**config.mk**
```make
export PLATFORM = sky130hd
export DESIGN_NAME = flashlight_mode_controller
export DESIGN_NICKNAME = d
export VERILOG_FILES = /design/src/hw/rtl/fmc_pkg.sv /design/src/hw/rtl/flashlight_mode_controller.sv
export SDC_FILE = /design/constraint.sdc
export NUM_CORES = 1
export LEC_CHECK = 0
export BUFFER_PORTS_ARGS = -buffer_cell sky130_fd_sc_hd__clkbuf_2
export CAP_MARGIN = 20
export CORE_UTILIZATION = 55
export DETAILED_ROUTE_END_ITERATION = 6
export GPL_TIMING_DRIVEN = 0
export PLACE_DENSITY_LB_ADDON = 0.3
export SKIP_CTS_REPAIR_TIMING = 1
export SYNTH_ARGS = -nofsm -noshare
export SYNTH_HDL_FRONTEND = slang
export SYNTH_SLANG_ARGS = --single-unit
```
**constraint.sdc**
```tcl
create_clock -name clock -period 17.7 [get_ports clock]
set_input_delay 0 -clock clock [delete_from_list [all_inputs] [get_ports clock]]
set_output_delay 0 -clock clock [all_outputs]
set_load 0.03 [all_outputs]
```
**src/hw/rtl/fmc_pkg.sv**
```systemverilog
// ----------------------------------------------------------------------------
// fmc_pkg: shared types and tables of the flashlight mode controller
// Word layouts, register indexes, mode tables and the battery blink count.
// ----------------------------------------------------------------------------
`default_nettype none

package fmc_pkg;

   // register indexes on the csr port
   localparam int unsigned CSR_INDEX_W = 3;
   localparam logic [CSR_INDEX_W-1:0] CSR_MODE_GROUP     = 3'd0;
   localparam logic [CSR_INDEX_W-1:0] CSR_MEMORY_ENABLED = 3'd1;
   localparam logic [CSR_INDEX_W-1:0] CSR_SHORT_LIMIT    = 3'd2;
   localparam logic [CSR_INDEX_W-1:0] CSR_MEDIUM_LIMIT   = 3'd3;
   localparam logic [CSR_INDEX_W-1:0] CSR_TURBO_LIMIT    = 3'd4;
   localparam logic [CSR_INDEX_W-1:0] CSR_LOW_VOLTAGE    = 3'd5;
   localparam int unsigned CSR_DATA_W = 8;

   // register reset values
   localparam logic [7:0] SHORT_LIMIT_RESET  = 8'd190;
   localparam logic [7:0] MEDIUM_LIMIT_RESET = 8'd94;
   localparam logic [7:0] TURBO_LIMIT_RESET  = 8'd90;
   localparam logic [7:0] LOW_VOLTAGE_RESET  = 8'd129;

   // operation codes
   localparam logic OP_POWER_UP = 1'b0;
   localparam logic OP_LOOP     = 1'b1;

   // mode kinds
   localparam logic [1:0] KIND_SOLID    = 2'd0;
   localparam logic [1:0] KIND_TACTICAL = 2'd1;
   localparam logic [1:0] KIND_BIKING   = 2'd2;
   localparam logic [1:0] KIND_BATTERY  = 2'd3;

   localparam logic [4:0] FAST_MASK        = 5'h1f;
   localparam logic [4:0] CONFIG_THRESHOLD = 5'h0f;
   localparam logic [7:0] TURBO_LEVEL      = 8'd255;
   localparam logic [3:0] LOW_SAMPLES_ACT  = 4'd8;
   localparam logic [3:0] SPECIAL_MODES    = 4'd4;
   localparam logic [3:0] SOLID_GROUP0     = 4'd7;
   localparam logic [3:0] SOLID_GROUP1     = 4'd4;
   localparam logic [3:0] LOW_BATT_MODE    = 4'd2;

   localparam logic [7:0] MAIN_TAB [0:1][0:10] = '{
      '{8'd0, 8'd0, 8'd0, 8'd7, 8'd56, 8'd137, 8'd255, 8'd0, 8'd0, 8'd0, 8'd255},
      '{8'd0, 8'd0, 8'd90, 8'd255, 8'd0, 8'd0, 8'd0, 8'd255, 8'd0, 8'd0, 8'd0}
   };
   localparam logic [7:0] ALT_TAB [0:1][0:10] = '{
      '{8'd3, 8'd20, 8'd110, 8'd255, 8'd255, 8'd255, 8'd0, 8'd0, 8'd0, 8'd0, 8'd0},
      '{8'd20, 8'd230, 8'd255, 8'd0, 8'd0, 8'd0, 8'd0, 8'd0, 8'd0, 8'd0, 8'd0}
   };
   localparam logic FAST_TAB [0:1][0:10] = '{
      '{1'b0, 1'b1, 1'b1, 1'b1, 1'b1, 1'b1, 1'b0, 1'b0, 1'b0, 1'b0, 1'b0},
      '{1'b1, 1'b1, 1'b1, 1'b0, 1'b0, 1'b0, 1'b0, 1'b0, 1'b0, 1'b0, 1'b0}
   };
   localparam logic [1:0] KIND_TAB [0:1][0:10] = '{
      '{2'd0, 2'd0, 2'd0, 2'd0, 2'd0, 2'd0, 2'd0, 2'd2, 2'd3, 2'd1, 2'd0},
      '{2'd0, 2'd0, 2'd0, 2'd0, 2'd2, 2'd3, 2'd1, 2'd0, 2'd0, 2'd0, 2'd0}
   };
   localparam logic [7:0] BATT_THRESH [0:4] = '{8'd138, 8'd162, 8'd176, 8'd186, 8'd195};

   typedef struct packed {
      logic       operation;
      logic [7:0] off_time_reading;
      logic       voltage_valid;
      logic [7:0] battery_reading;
   } req_word_type;

   typedef struct packed {
      logic [3:0] mode_number;
      logic [7:0] main_level;
      logic [7:0] alt_level;
      logic       fast_pwm;
      logic [1:0] mode_kind;
      logic [2:0] blink_count;
      logic       config_entered;
      logic       save_request;
      logic       shut_off;
   } rsp_word_type;

   typedef struct packed {
      logic [7:0] main_level;
      logic [7:0] alt_level;
      logic       fast_pwm;
      logic [1:0] mode_kind;
   } entry_type;

   // table entry of a mode; special kinds and out-of-group indexes carry no levels
   function automatic entry_type mode_lookup(input logic group, input logic [3:0] m);
      entry_type  e;
      logic [3:0] total;
      e = '0;
      total = (group ? SOLID_GROUP1 : SOLID_GROUP0) + SPECIAL_MODES;
      if (m < total) begin
         e.mode_kind = KIND_TAB[group][m];
         if (e.mode_kind == KIND_SOLID) begin
            e.main_level = MAIN_TAB[group][m];
            e.alt_level  = ALT_TAB[group][m];
            e.fast_pwm   = (e.main_level == 8'd0 && e.alt_level == 8'd0) ? 1'b0
                                                                        : FAST_TAB[group][m];
         end
      end
      return e;
   endfunction

   // thresholds are ascending, so the count of exceeded ones is the blink count
   function automatic logic [2:0] blink_calc(input logic [7:0] batt);
      logic [2:0] n;
      n = 3'd0;
      for (int i = 0; i < 5; i++) begin
         if (batt > BATT_THRESH[i]) n = n + 3'd1;
      end
      return n;
   endfunction

endpackage

`default_nettype wire

```
**src/hw/rtl/flashlight_mode_controller.sv**
```systemverilog
// ----------------------------------------------------------------------------
// flashlight_mode_controller: mode sequencing of a two-channel light driver
// A word passes the input register, then the result register that drives rsp.
// Throughput: one word per cycle while rsp_ready is high, set by the input
// register feeding the result register through one pass of mode logic.
// Reset (synchronous, active high) clears mode state and word valids and
// loads the register defaults.
// ----------------------------------------------------------------------------
`default_nettype none

module flashlight_mode_controller (
   input  wire logic                                clock,
   input  wire logic                                reset,
   input  wire logic                                req_valid,
   output logic                                     req_ready,
   input  wire fmc_pkg::req_word_type               req_word,
   output logic                                     rsp_valid,
   input  wire logic                                rsp_ready,
   output fmc_pkg::rsp_word_type                    rsp_word,
   input  wire logic                                csr_wr_en,
   input  wire logic [fmc_pkg::CSR_INDEX_W-1:0]     csr_index,
   input  wire logic [fmc_pkg::CSR_DATA_W-1:0]      csr_wr_data
);
   import fmc_pkg::*;

   // configuration
   logic       mode_group_ff;
   logic       memory_enabled_ff;
   logic [7:0] short_limit_ff;
   logic [7:0] medium_limit_ff;
   logic [7:0] turbo_limit_ff;
   logic [7:0] low_voltage_ff;

   // mode state
   logic [3:0] mode_index_ff,  mode_index_in;
   logic [4:0] fast_count_ff,  fast_count_in;
   logic [7:0] turbo_ticks_ff, turbo_ticks_in;
   logic [3:0] low_count_ff,   low_count_in;
   logic       powered_down_ff, powered_down_in;

   // pipeline
   logic         in_valid_ff;
   req_word_type in_word_ff;
   logic         rsp_valid_ff;
   rsp_word_type rsp_word_ff, rsp_word_in;
   logic         advance;

   assign advance   = in_valid_ff && (!rsp_valid_ff || rsp_ready);
   assign req_ready = !in_valid_ff || advance;
   assign rsp_valid = rsp_valid_ff;
   assign rsp_word  = rsp_word_ff;

   always_comb begin
      logic [3:0] solid;
      logic [3:0] total;
      logic [3:0] mode_plus;
      entry_type  cur;
      entry_type  fin;
      logic [2:0] blinks;
      logic       cfg;
      logic       save;

      solid     = mode_group_ff ? SOLID_GROUP1 : SOLID_GROUP0;
      total     = solid + SPECIAL_MODES;
      mode_plus = mode_index_ff + 4'd1;
      cur       = mode_lookup(mode_group_ff, mode_index_ff);
      blinks    = 3'd0;
      cfg       = 1'b0;
      save      = 1'b0;

      mode_index_in   = mode_index_ff;
      fast_count_in   = fast_count_ff;
      turbo_ticks_in  = turbo_ticks_ff;
      low_count_in    = low_count_ff;
      powered_down_in = powered_down_ff;

      if (in_word_ff.operation == OP_POWER_UP) begin
         turbo_ticks_in  = 8'd0;
         low_count_in    = 4'd0;
         powered_down_in = 1'b0;
         if (in_word_ff.off_time_reading > short_limit_ff) begin
            fast_count_in = (fast_count_ff + 5'd1) & FAST_MASK;
            mode_index_in = (mode_plus >= solid) ? 4'd0 : mode_plus;
         end else if (in_word_ff.off_time_reading > medium_limit_ff) begin
            fast_count_in = 5'd0;
            if (mode_index_ff == solid) begin
               mode_index_in = 4'd0;
            end else if (mode_index_ff != 4'd0) begin
               mode_index_in = mode_index_ff - 4'd1;
            end else begin
               mode_index_in = total - 4'd1;
            end
         end else begin
            fast_count_in = 5'd0;
            if (!memory_enabled_ff) mode_index_in = 4'd0;
         end
         save = 1'b1;
      end else if (!powered_down_ff) begin
         if (fast_count_ff > CONFIG_THRESHOLD) begin
            fast_count_in = 5'd0;
            mode_index_in = 4'd0;
            cfg           = 1'b1;
            save          = 1'b1;
         end else if (cur.mode_kind == KIND_BATTERY) begin
            blinks = blink_calc(in_word_ff.battery_reading);
         end else if (cur.mode_kind == KIND_SOLID) begin
            turbo_ticks_in = turbo_ticks_ff + 8'd1;
            if (turbo_ticks_in > turbo_limit_ff && cur.main_level == TURBO_LEVEL) begin
               mode_index_in = solid - 4'd2;
               save          = 1'b1;
            end
            fast_count_in = 5'd0;
         end
         if (in_word_ff.voltage_valid) begin
            low_count_in = (in_word_ff.battery_reading < low_voltage_ff)
                           ? low_count_ff + 4'd1 : 4'd0;
            if (low_count_in >= LOW_SAMPLES_ACT) begin
               low_count_in = 4'd0;
               if (mode_index_in >= solid) begin
                  mode_index_in = LOW_BATT_MODE;
                  save          = 1'b1;
               end else if (mode_index_in != 4'd0) begin
                  mode_index_in = mode_index_in - 4'd1;
                  save          = 1'b1;
               end else begin
                  powered_down_in = 1'b1;
               end
            end
         end
      end

      // levels of the mode now in force; dark while powered down
      fin = mode_lookup(mode_group_ff, mode_index_in);
      if (powered_down_in) begin
         fin    = '0;
         blinks = 3'd0;
      end else if (fin.mode_kind != KIND_BATTERY) begin
         blinks = 3'd0;
      end

      rsp_word_in.mode_number    = mode_index_in;
      rsp_word_in.main_level     = fin.main_level;
      rsp_word_in.alt_level      = fin.alt_level;
      rsp_word_in.fast_pwm       = fin.fast_pwm;
      rsp_word_in.mode_kind      = fin.mode_kind;
      rsp_word_in.blink_count    = blinks;
      rsp_word_in.config_entered = cfg;
      rsp_word_in.save_request   = save;
      rsp_word_in.shut_off       = powered_down_in;
   end

   always_ff @(posedge clock) begin
      if (reset) begin
         in_valid_ff       <= 1'b0;
         rsp_valid_ff      <= 1'b0;
         mode_group_ff     <= 1'b0;
         memory_enabled_ff <= 1'b0;
         short_limit_ff    <= SHORT_LIMIT_RESET;
         medium_limit_ff   <= MEDIUM_LIMIT_RESET;
         turbo_limit_ff    <= TURBO_LIMIT_RESET;
         low_voltage_ff    <= LOW_VOLTAGE_RESET;
         mode_index_ff     <= 4'd0;
         fast_count_ff     <= 5'd0;
         turbo_ticks_ff    <= 8'd0;
         low_count_ff      <= 4'd0;
         powered_down_ff   <= 1'b0;
      end else begin
         if (req_valid && req_ready) begin
            in_valid_ff <= 1'b1;
         end else if (advance) begin
            in_valid_ff <= 1'b0;
         end
         if (advance) begin
            rsp_valid_ff <= 1'b1;
         end else if (rsp_ready) begin
            rsp_valid_ff <= 1'b0;
         end
         if (advance) begin
            mode_index_ff   <= mode_index_in;
            fast_count_ff   <= fast_count_in;
            turbo_ticks_ff  <= turbo_ticks_in;
            low_count_ff    <= low_count_in;
            powered_down_ff <= powered_down_in;
         end
         // the user must make csr writes only while idle; the block does not enforce it
         if (csr_wr_en) begin
            case (csr_index)
               CSR_MODE_GROUP: begin
                  mode_group_ff <= csr_wr_data[0];
                  mode_index_ff <= 4'd0;
               end
               CSR_MEMORY_ENABLED: memory_enabled_ff <= csr_wr_data[0];
               CSR_SHORT_LIMIT:    short_limit_ff    <= csr_wr_data;
               CSR_MEDIUM_LIMIT:   medium_limit_ff   <= csr_wr_data;
               CSR_TURBO_LIMIT:    turbo_limit_ff    <= csr_wr_data;
               CSR_LOW_VOLTAGE:    low_voltage_ff    <= csr_wr_data;
               default: ;
            endcase
         end
      end
   end

   always_ff @(posedge clock) begin
      if (req_valid && req_ready) in_word_ff  <= req_word;
      if (advance)                rsp_word_ff <= rsp_word_in;
   end

   a_reset_clears_rsp: assert property (@(posedge clock) reset |=> !rsp_valid)
      else $error("rsp valid after reset");

   a_ready_when_empty: assert property (@(posedge clock) disable iff (reset)
      !req_ready |-> (in_valid_ff && rsp_valid_ff && !rsp_ready))
      else $error("input stalled without a blocked result");

   a_shut_off_dark: assert property (@(posedge clock) disable iff (reset)
      (rsp_valid && rsp_word.shut_off) |->
         (rsp_word.main_level == 8'd0 && rsp_word.alt_level == 8'd0 && !rsp_word.fast_pwm))
      else $error("light on while shut off");

   a_config_resets_mode: assert property (@(posedge clock) disable iff (reset)
      (advance && rsp_word_in.config_entered) |=>
         (mode_index_ff == 4'd0 && fast_count_ff == 5'd0 && rsp_word.save_request))
      else $error("config entry left mode state");

endmodule

`default_nettype wire
```
==> tab_implementation.tex <==
\begin{tabular}{lr}
\hline
Metric & Value \\
\hline
\multicolumn{2}{l}{\textbf{Routing}} \\
Per-cell via count in the routed design & 5.793 \\
Met2 layer wire length in the routed design & 7557 um \\
Highest metal layer used by the detailed router & met4 \\
DRC viols & 0 \\
Metal1 wirelength & approximately 6600 um \\
Detail Route Antenna Nets & 0 \\
Number of vias in the routed layout & 5457 \\
Initial detailed-routing violation count & 309 \\
WL final & 15430 um \\
DRT Pass-1 Iters & 6 \\
Mean routed wirelength per cell & 16.38 um \\
Met3 Wirelength & 845 um \\
\multicolumn{2}{l}{\textbf{Clock network}} \\
CTS tree & yes \\
Root Buffer & clkbuf\_16 \\
Inserted Clock Buffers & 9 \\
Number of buffers on the longest clock path & 2 \\
Latest clock arrival within the worst-skew pair & 0.35 ns \\
Number of H-tree branching levels & 3 \\
Count of clock tree sinks & 104 \\
CTS clock-pin slew for the worst setup and hold paths & 0.07 ns \\
\multicolumn{2}{l}{\textbf{Critical path}} \\
CP Max Fanout & 15 \\
Data arrival time of the critical path & 7.19 ns \\
Cell depth of the worst flop-to-flop path & 22 \\
Required time of the critical path & approximately 18 ns \\
List of cells traversed by the critical path & inv\_1 > ha\_1 > nor2b\_1 > o31ai\_2 > nand3\_1 > or4\_4 > buf\_6 > nor2\_1 > a31oi\_1 > ha\_1 > nand2b\_1 > and4\_4 > nor3\_2 > clkbuf\_1 > inv\_1 > ha\_1 > a21oi\_1 > a21oi\_1 > or2\_2 > or3\_1 > buf\_2 > a2111oi\_2 \\
Setup slack on the worst flop-to-flop path & approximately 11 ns \\
Critical Path Most Common Cell & ha\_1 \\
Crit path max-delay cell type & dfxtp\_1 \\
Kind of critical path & reg -> reg \\
Peak per-stage delay on the critical path & 0.82 ns \\
Launching element type of the critical path & flip-flop \\
Capture point of the worst reg-to-reg path & rsp\_word[18]\$\_SDFFCE\_PP0P\_ \\
Worst flop-to-flop path startpoint & mode\_group\_ff\$\_SDFFE\_PP0P\_ \\
Critical Path Sink Type & flip-flop \\
\multicolumn{2}{l}{\textbf{STA}} \\
Worst-case setup margin in the final layout & 10.66 ns \\
Worst slew margin & 42.21\% \\
Setup repair after global routing missed its margin & no \\
Final max-slew violation count & 0 \\
Achievable frequency & 0.1421 GHz \\
Number of failing setup endpoints in the final timing report & 0 \\
Worst Skew & approximately 0.011 ns \\
Min Hold Slack & -0.04489 ns \\
Shortest clock period the worst path allows after layout & between 7 and 8 ns \\
Pin slew with the least headroom to its limit & 0.8669 ns \\
Final total negative setup slack & 0 ns \\
Final Hold Fails & 1 \\
Final worst-path cycle share & 39.76\% \\
\multicolumn{2}{l}{\textbf{Synthesis}} \\
Average cell area after synthesis & a little over 9 um2 \\
Async SR Flop Fraction & 0\% \\
Post-Synthesis Cell Area & 6332 um2 \\
EDFF count, synth & 46 \\
Cells after Synth & 695 \\
Yosys synthesis warning count & 0 \\
Post-synthesis net count & 791 \\
Proportion of synthesized chip area in sequential cells & about two fifths \\
FF+latch count, synth & 104 \\
Yosys cell types & 75 \\
Primary FF master, synth & dfxtp\_1 \\
\multicolumn{2}{l}{\textbf{Flow run}} \\
Number of max-cap violations & 0 \\
\multicolumn{2}{l}{\textbf{Pwr}} \\
Leakage component of the power & 3.156 nW \\
Power per standard cell area & between 70 and 80 nW/um2 \\
Internal Pwr Total & roughly 0.41 mW \\
Share of total power in the clock network & 33.9\% \\
Share of total power in sequential cells & 46.5\% \\
Sw Pwr & between 0.15 and 0.2 mW \\
Combinational cell fraction of total power & 19.6\% \\
VDD IR max & approximately 0.051 mV \\
Switching share of power & 29.13\% \\
\multicolumn{2}{l}{\textbf{Floorplan}} \\
Floorplan die width & $\sim$110 um \\
Y dimension of the die & 109.3 um \\
Number of primary I/O pins & 65 \\
Total number of placement rows & 38 \\
Floorplan die area & 11950 um2 \\
Starting Density & 57.41\% \\
Total core area & approximately 11000 um2 \\
\multicolumn{2}{l}{\textbf{Worst hold path}} \\
Worst Hold Depth & 4 \\
Hold path endpoint & rsp\_valid\$\_SDFFE\_PP0P\_ \\
Path class of the lowest-slack min-delay path & in -> reg \\
Hold wc startpoint & rsp\_ready \\
\multicolumn{2}{l}{\textbf{Cells and area}} \\
Antenna Cells & 0 \\
Fraction of final layout cells with drive strength greater than 1 & 14.09\% \\
Utilization after layout & 67.15\% \\
Non-Filler Instances & 942 \\
Area grow syn2layout & 16.97\% \\
Final instance area & between 7000 and 8000 um2 \\
Nets & 893 \\
\multicolumn{2}{l}{\textbf{Placement}} \\
Cell area after placement & 6855 um2 \\
Total instance count after detailed placement & 900 \\
DP Wirelength & 11350 um \\
Pre-CTS setup slack & 10.80 ns \\
Number of input and output port buffers inserted & 64 \\
Weighted congestion reported at the end of routability-driven placement & 0.9203 \\
\multicolumn{2}{l}{\textbf{Run status}} \\
Failing checks & hold timing \\
Run status & finished, violations left \\
\multicolumn{2}{l}{\textbf{Global route}} \\
Pin count of the biggest net entering global routing & 28 \\
Via count of the first global-routing pass & 5249 \\
Number of antenna violations at the first check in global routing & 0 \\
Tot GR Track Use & 26.91\% \\
Global-route wire length before repair & 24980 um \\
Remaining Overflow, GRT & 0 \\
\hline
\end{tabular}
==> state kept, by name (all words and copies together) (netlist names) <==
signal / count
fast_count_ff: 5
in_valid_ff: 1
in_word_ff: 18
low_count_ff: 4
low_voltage_ff: 8
medium_limit_ff: 8
memory_enabled_ff: 1
mode_group_ff: 1
mode_index_ff: 4
powered_down_ff: 1
rsp_valid: 1
rsp_word: 28
short_limit_ff: 8
turbo_limit_ff: 8
turbo_ticks_ff: 8
==> cell type report <==
| cell class | instances | area, um2 |
|---|---|---|
| Buffer | 30 | 133.9 |
| Inverter | 51 | 191.4 |
| Sequential cell | 104 | 2542 |
| Clock buffer | 11 | 254.0 |
| Timing Repair Buffer | 91 | 608.1 |
| Fill cell | 847 | 3623 |
| Multi-Input combinational cell | 510 | 3465 |
| Clock inverter | 5 | 37.54 |
| Tap cell | 140 | 175.2 |
==> how the worst max path moves through the flow <==
stage	endpoint	slack [ns]	from	cells past startpoint
finish	rsp_word[18]$_SDFFCE_PP0P_	10.66	mode_group_ff$_SDFFE_PP0P_	22
global route	rsp_word[18]$_SDFFCE_PP0P_	10.26	mode_group_ff$_SDFFE_PP0P_	22
detailed placement	rsp_word[18]$_SDFFCE_PP0P_	10.80	mode_group_ff$_SDFFE_PP0P_	22
CTS	rsp_word[18]$_SDFFCE_PP0P_	10.77	mode_group_ff$_SDFFE_PP0P_	22
floorplan	rsp_word[18]$_SDFFCE_PP0P_	12.05	mode_group_ff$_SDFFE_PP0P_	23
global placement	rsp_word[18]$_SDFFCE_PP0P_	10.89	mode_group_ff$_SDFFE_PP0P_	22
==> synthesized netlist by cell type, types with 8 or more instances <==
| cell type | count | area [um2] |
|---|---|---|
| a21oi_1 | 58 | 290.3 |
| nand2_1 | 88 | 330.3 |
| o21ai_0 | 15 | 75.07 |
| ha_1 | 62 | 775.7 |
| nand2b_1 | 13 | 81.33 |
| a211oi_1 | 10 | 75.07 |
| mux2i_1 | 10 | 100.1 |
| nor2b_1 | 12 | 75.07 |
| nor2_1 | 53 | 198.9 |
| and3_1 | 9 | 56.30 |
| buf_2 | 8 | 40.04 |
| a211o_1 | 11 | 96.34 |
| nor3_1 | 8 | 40.04 |
| clkbuf_1 | 17 | 63.81 |
| dfxtp_1 | 58 | 1161 |
| nand3_1 | 27 | 135.1 |
| o211ai_1 | 10 | 75.07 |
| inv_1 | 50 | 187.7 |
| nand3b_1 | 9 | 67.56 |
| xnor2_1 | 10 | 87.58 |
| edfxtp_1 | 46 | 1381 |
==> power groups by stage <==
stage          clock network [mW]  registers (mW)  logic, mW
5_1_grt                     0.207           0.271      0.125
4_1_cts                     0.198           0.269      0.108
3_3_place_gp                    0           0.274      0.102
2_1_floorplan                   0           0.283     0.0673
3_5_place_dp                    0           0.275      0.107
6_report                    0.197           0.269      0.113
==> metal layers <==
metal | vias up | global-route usage, %
met5 | - | 0
met4 | 0 | 11.52
met3 | 39 | 4.090
met2 | 172 | 45.15
met1 | 2559 | 34.48
li1 | 2687 | -
==> cell families after synthesis <==
| logic type | after synthesis | synth area share [%] |
|---|---|---|
| flops | 104 | 40.15 |
| fa+ha+maj | 62 | 12.25 |
| xor+xnor | 17 | 2.351 |
| mux | 12 | 2.114 |
| compound gates | 152 | 16.32 |
| buf+inv | 81 | 5.137 |
| simple gates | 267 | 21.68 |
==> worst max-delay path: cells and delay by family (launching register included) <==
kind                     cells  cell delay (ns)
AND/OR/NAND/NOR              9             2.50
adder cells (fa/ha/maj)      3             1.05
buffers and inverters        5             1.45
AO/OA/AOI/OAI                5             0.99
flip-flops                   1             0.82
==> stage by stage <==
step / hold slack [ns] / total power, mW
after floorplan: 0.09887 / 0.3500
after global placement: 0.1769 / 0.3762
after detailed placement: 0.1786 / 0.3815
after CTS: -0.1828 / 0.5751
after global routing: 0.005565 / 0.6029
final: -0.04489 / 0.5792
==> cell usage in the layout, fill, tap and decap left out, types with 4 or more instances in the layout <==
cell type	Yosys	final
edfxtp_1	46	46
o211ai_1	10	10
nand2b_1	13	13
a21o_1	7	7
or3_1	4	4
nor2b_1	12	12
nand3_1	27	27
buf_2	8	8
clkbuf_1	17	18
nor3_1	8	8
nand4_1	7	7
a211o_1	11	11
dlygate4sd3_1	0	26
and3_1	9	9
xor2_1	7	7
xnor2_1	10	10
nand4b_1	4	4
o21ai_0	15	15
clkbuf_2	0	64
nor2_1	53	53
and2_1	5	5
clkbuf_16	0	10
mux2i_1	10	10
dfxtp_1	58	58
nand3b_1	9	9
or2_2	6	6
ha_1	62	62
o31ai_1	4	4
a211oi_1	10	10
a21oi_1	58	58
nand2_1	88	88
nor4_1	4	4
a31oi_1	6	6
inv_1	50	50
Note: power is estimated with default switching activity, not from simulation.
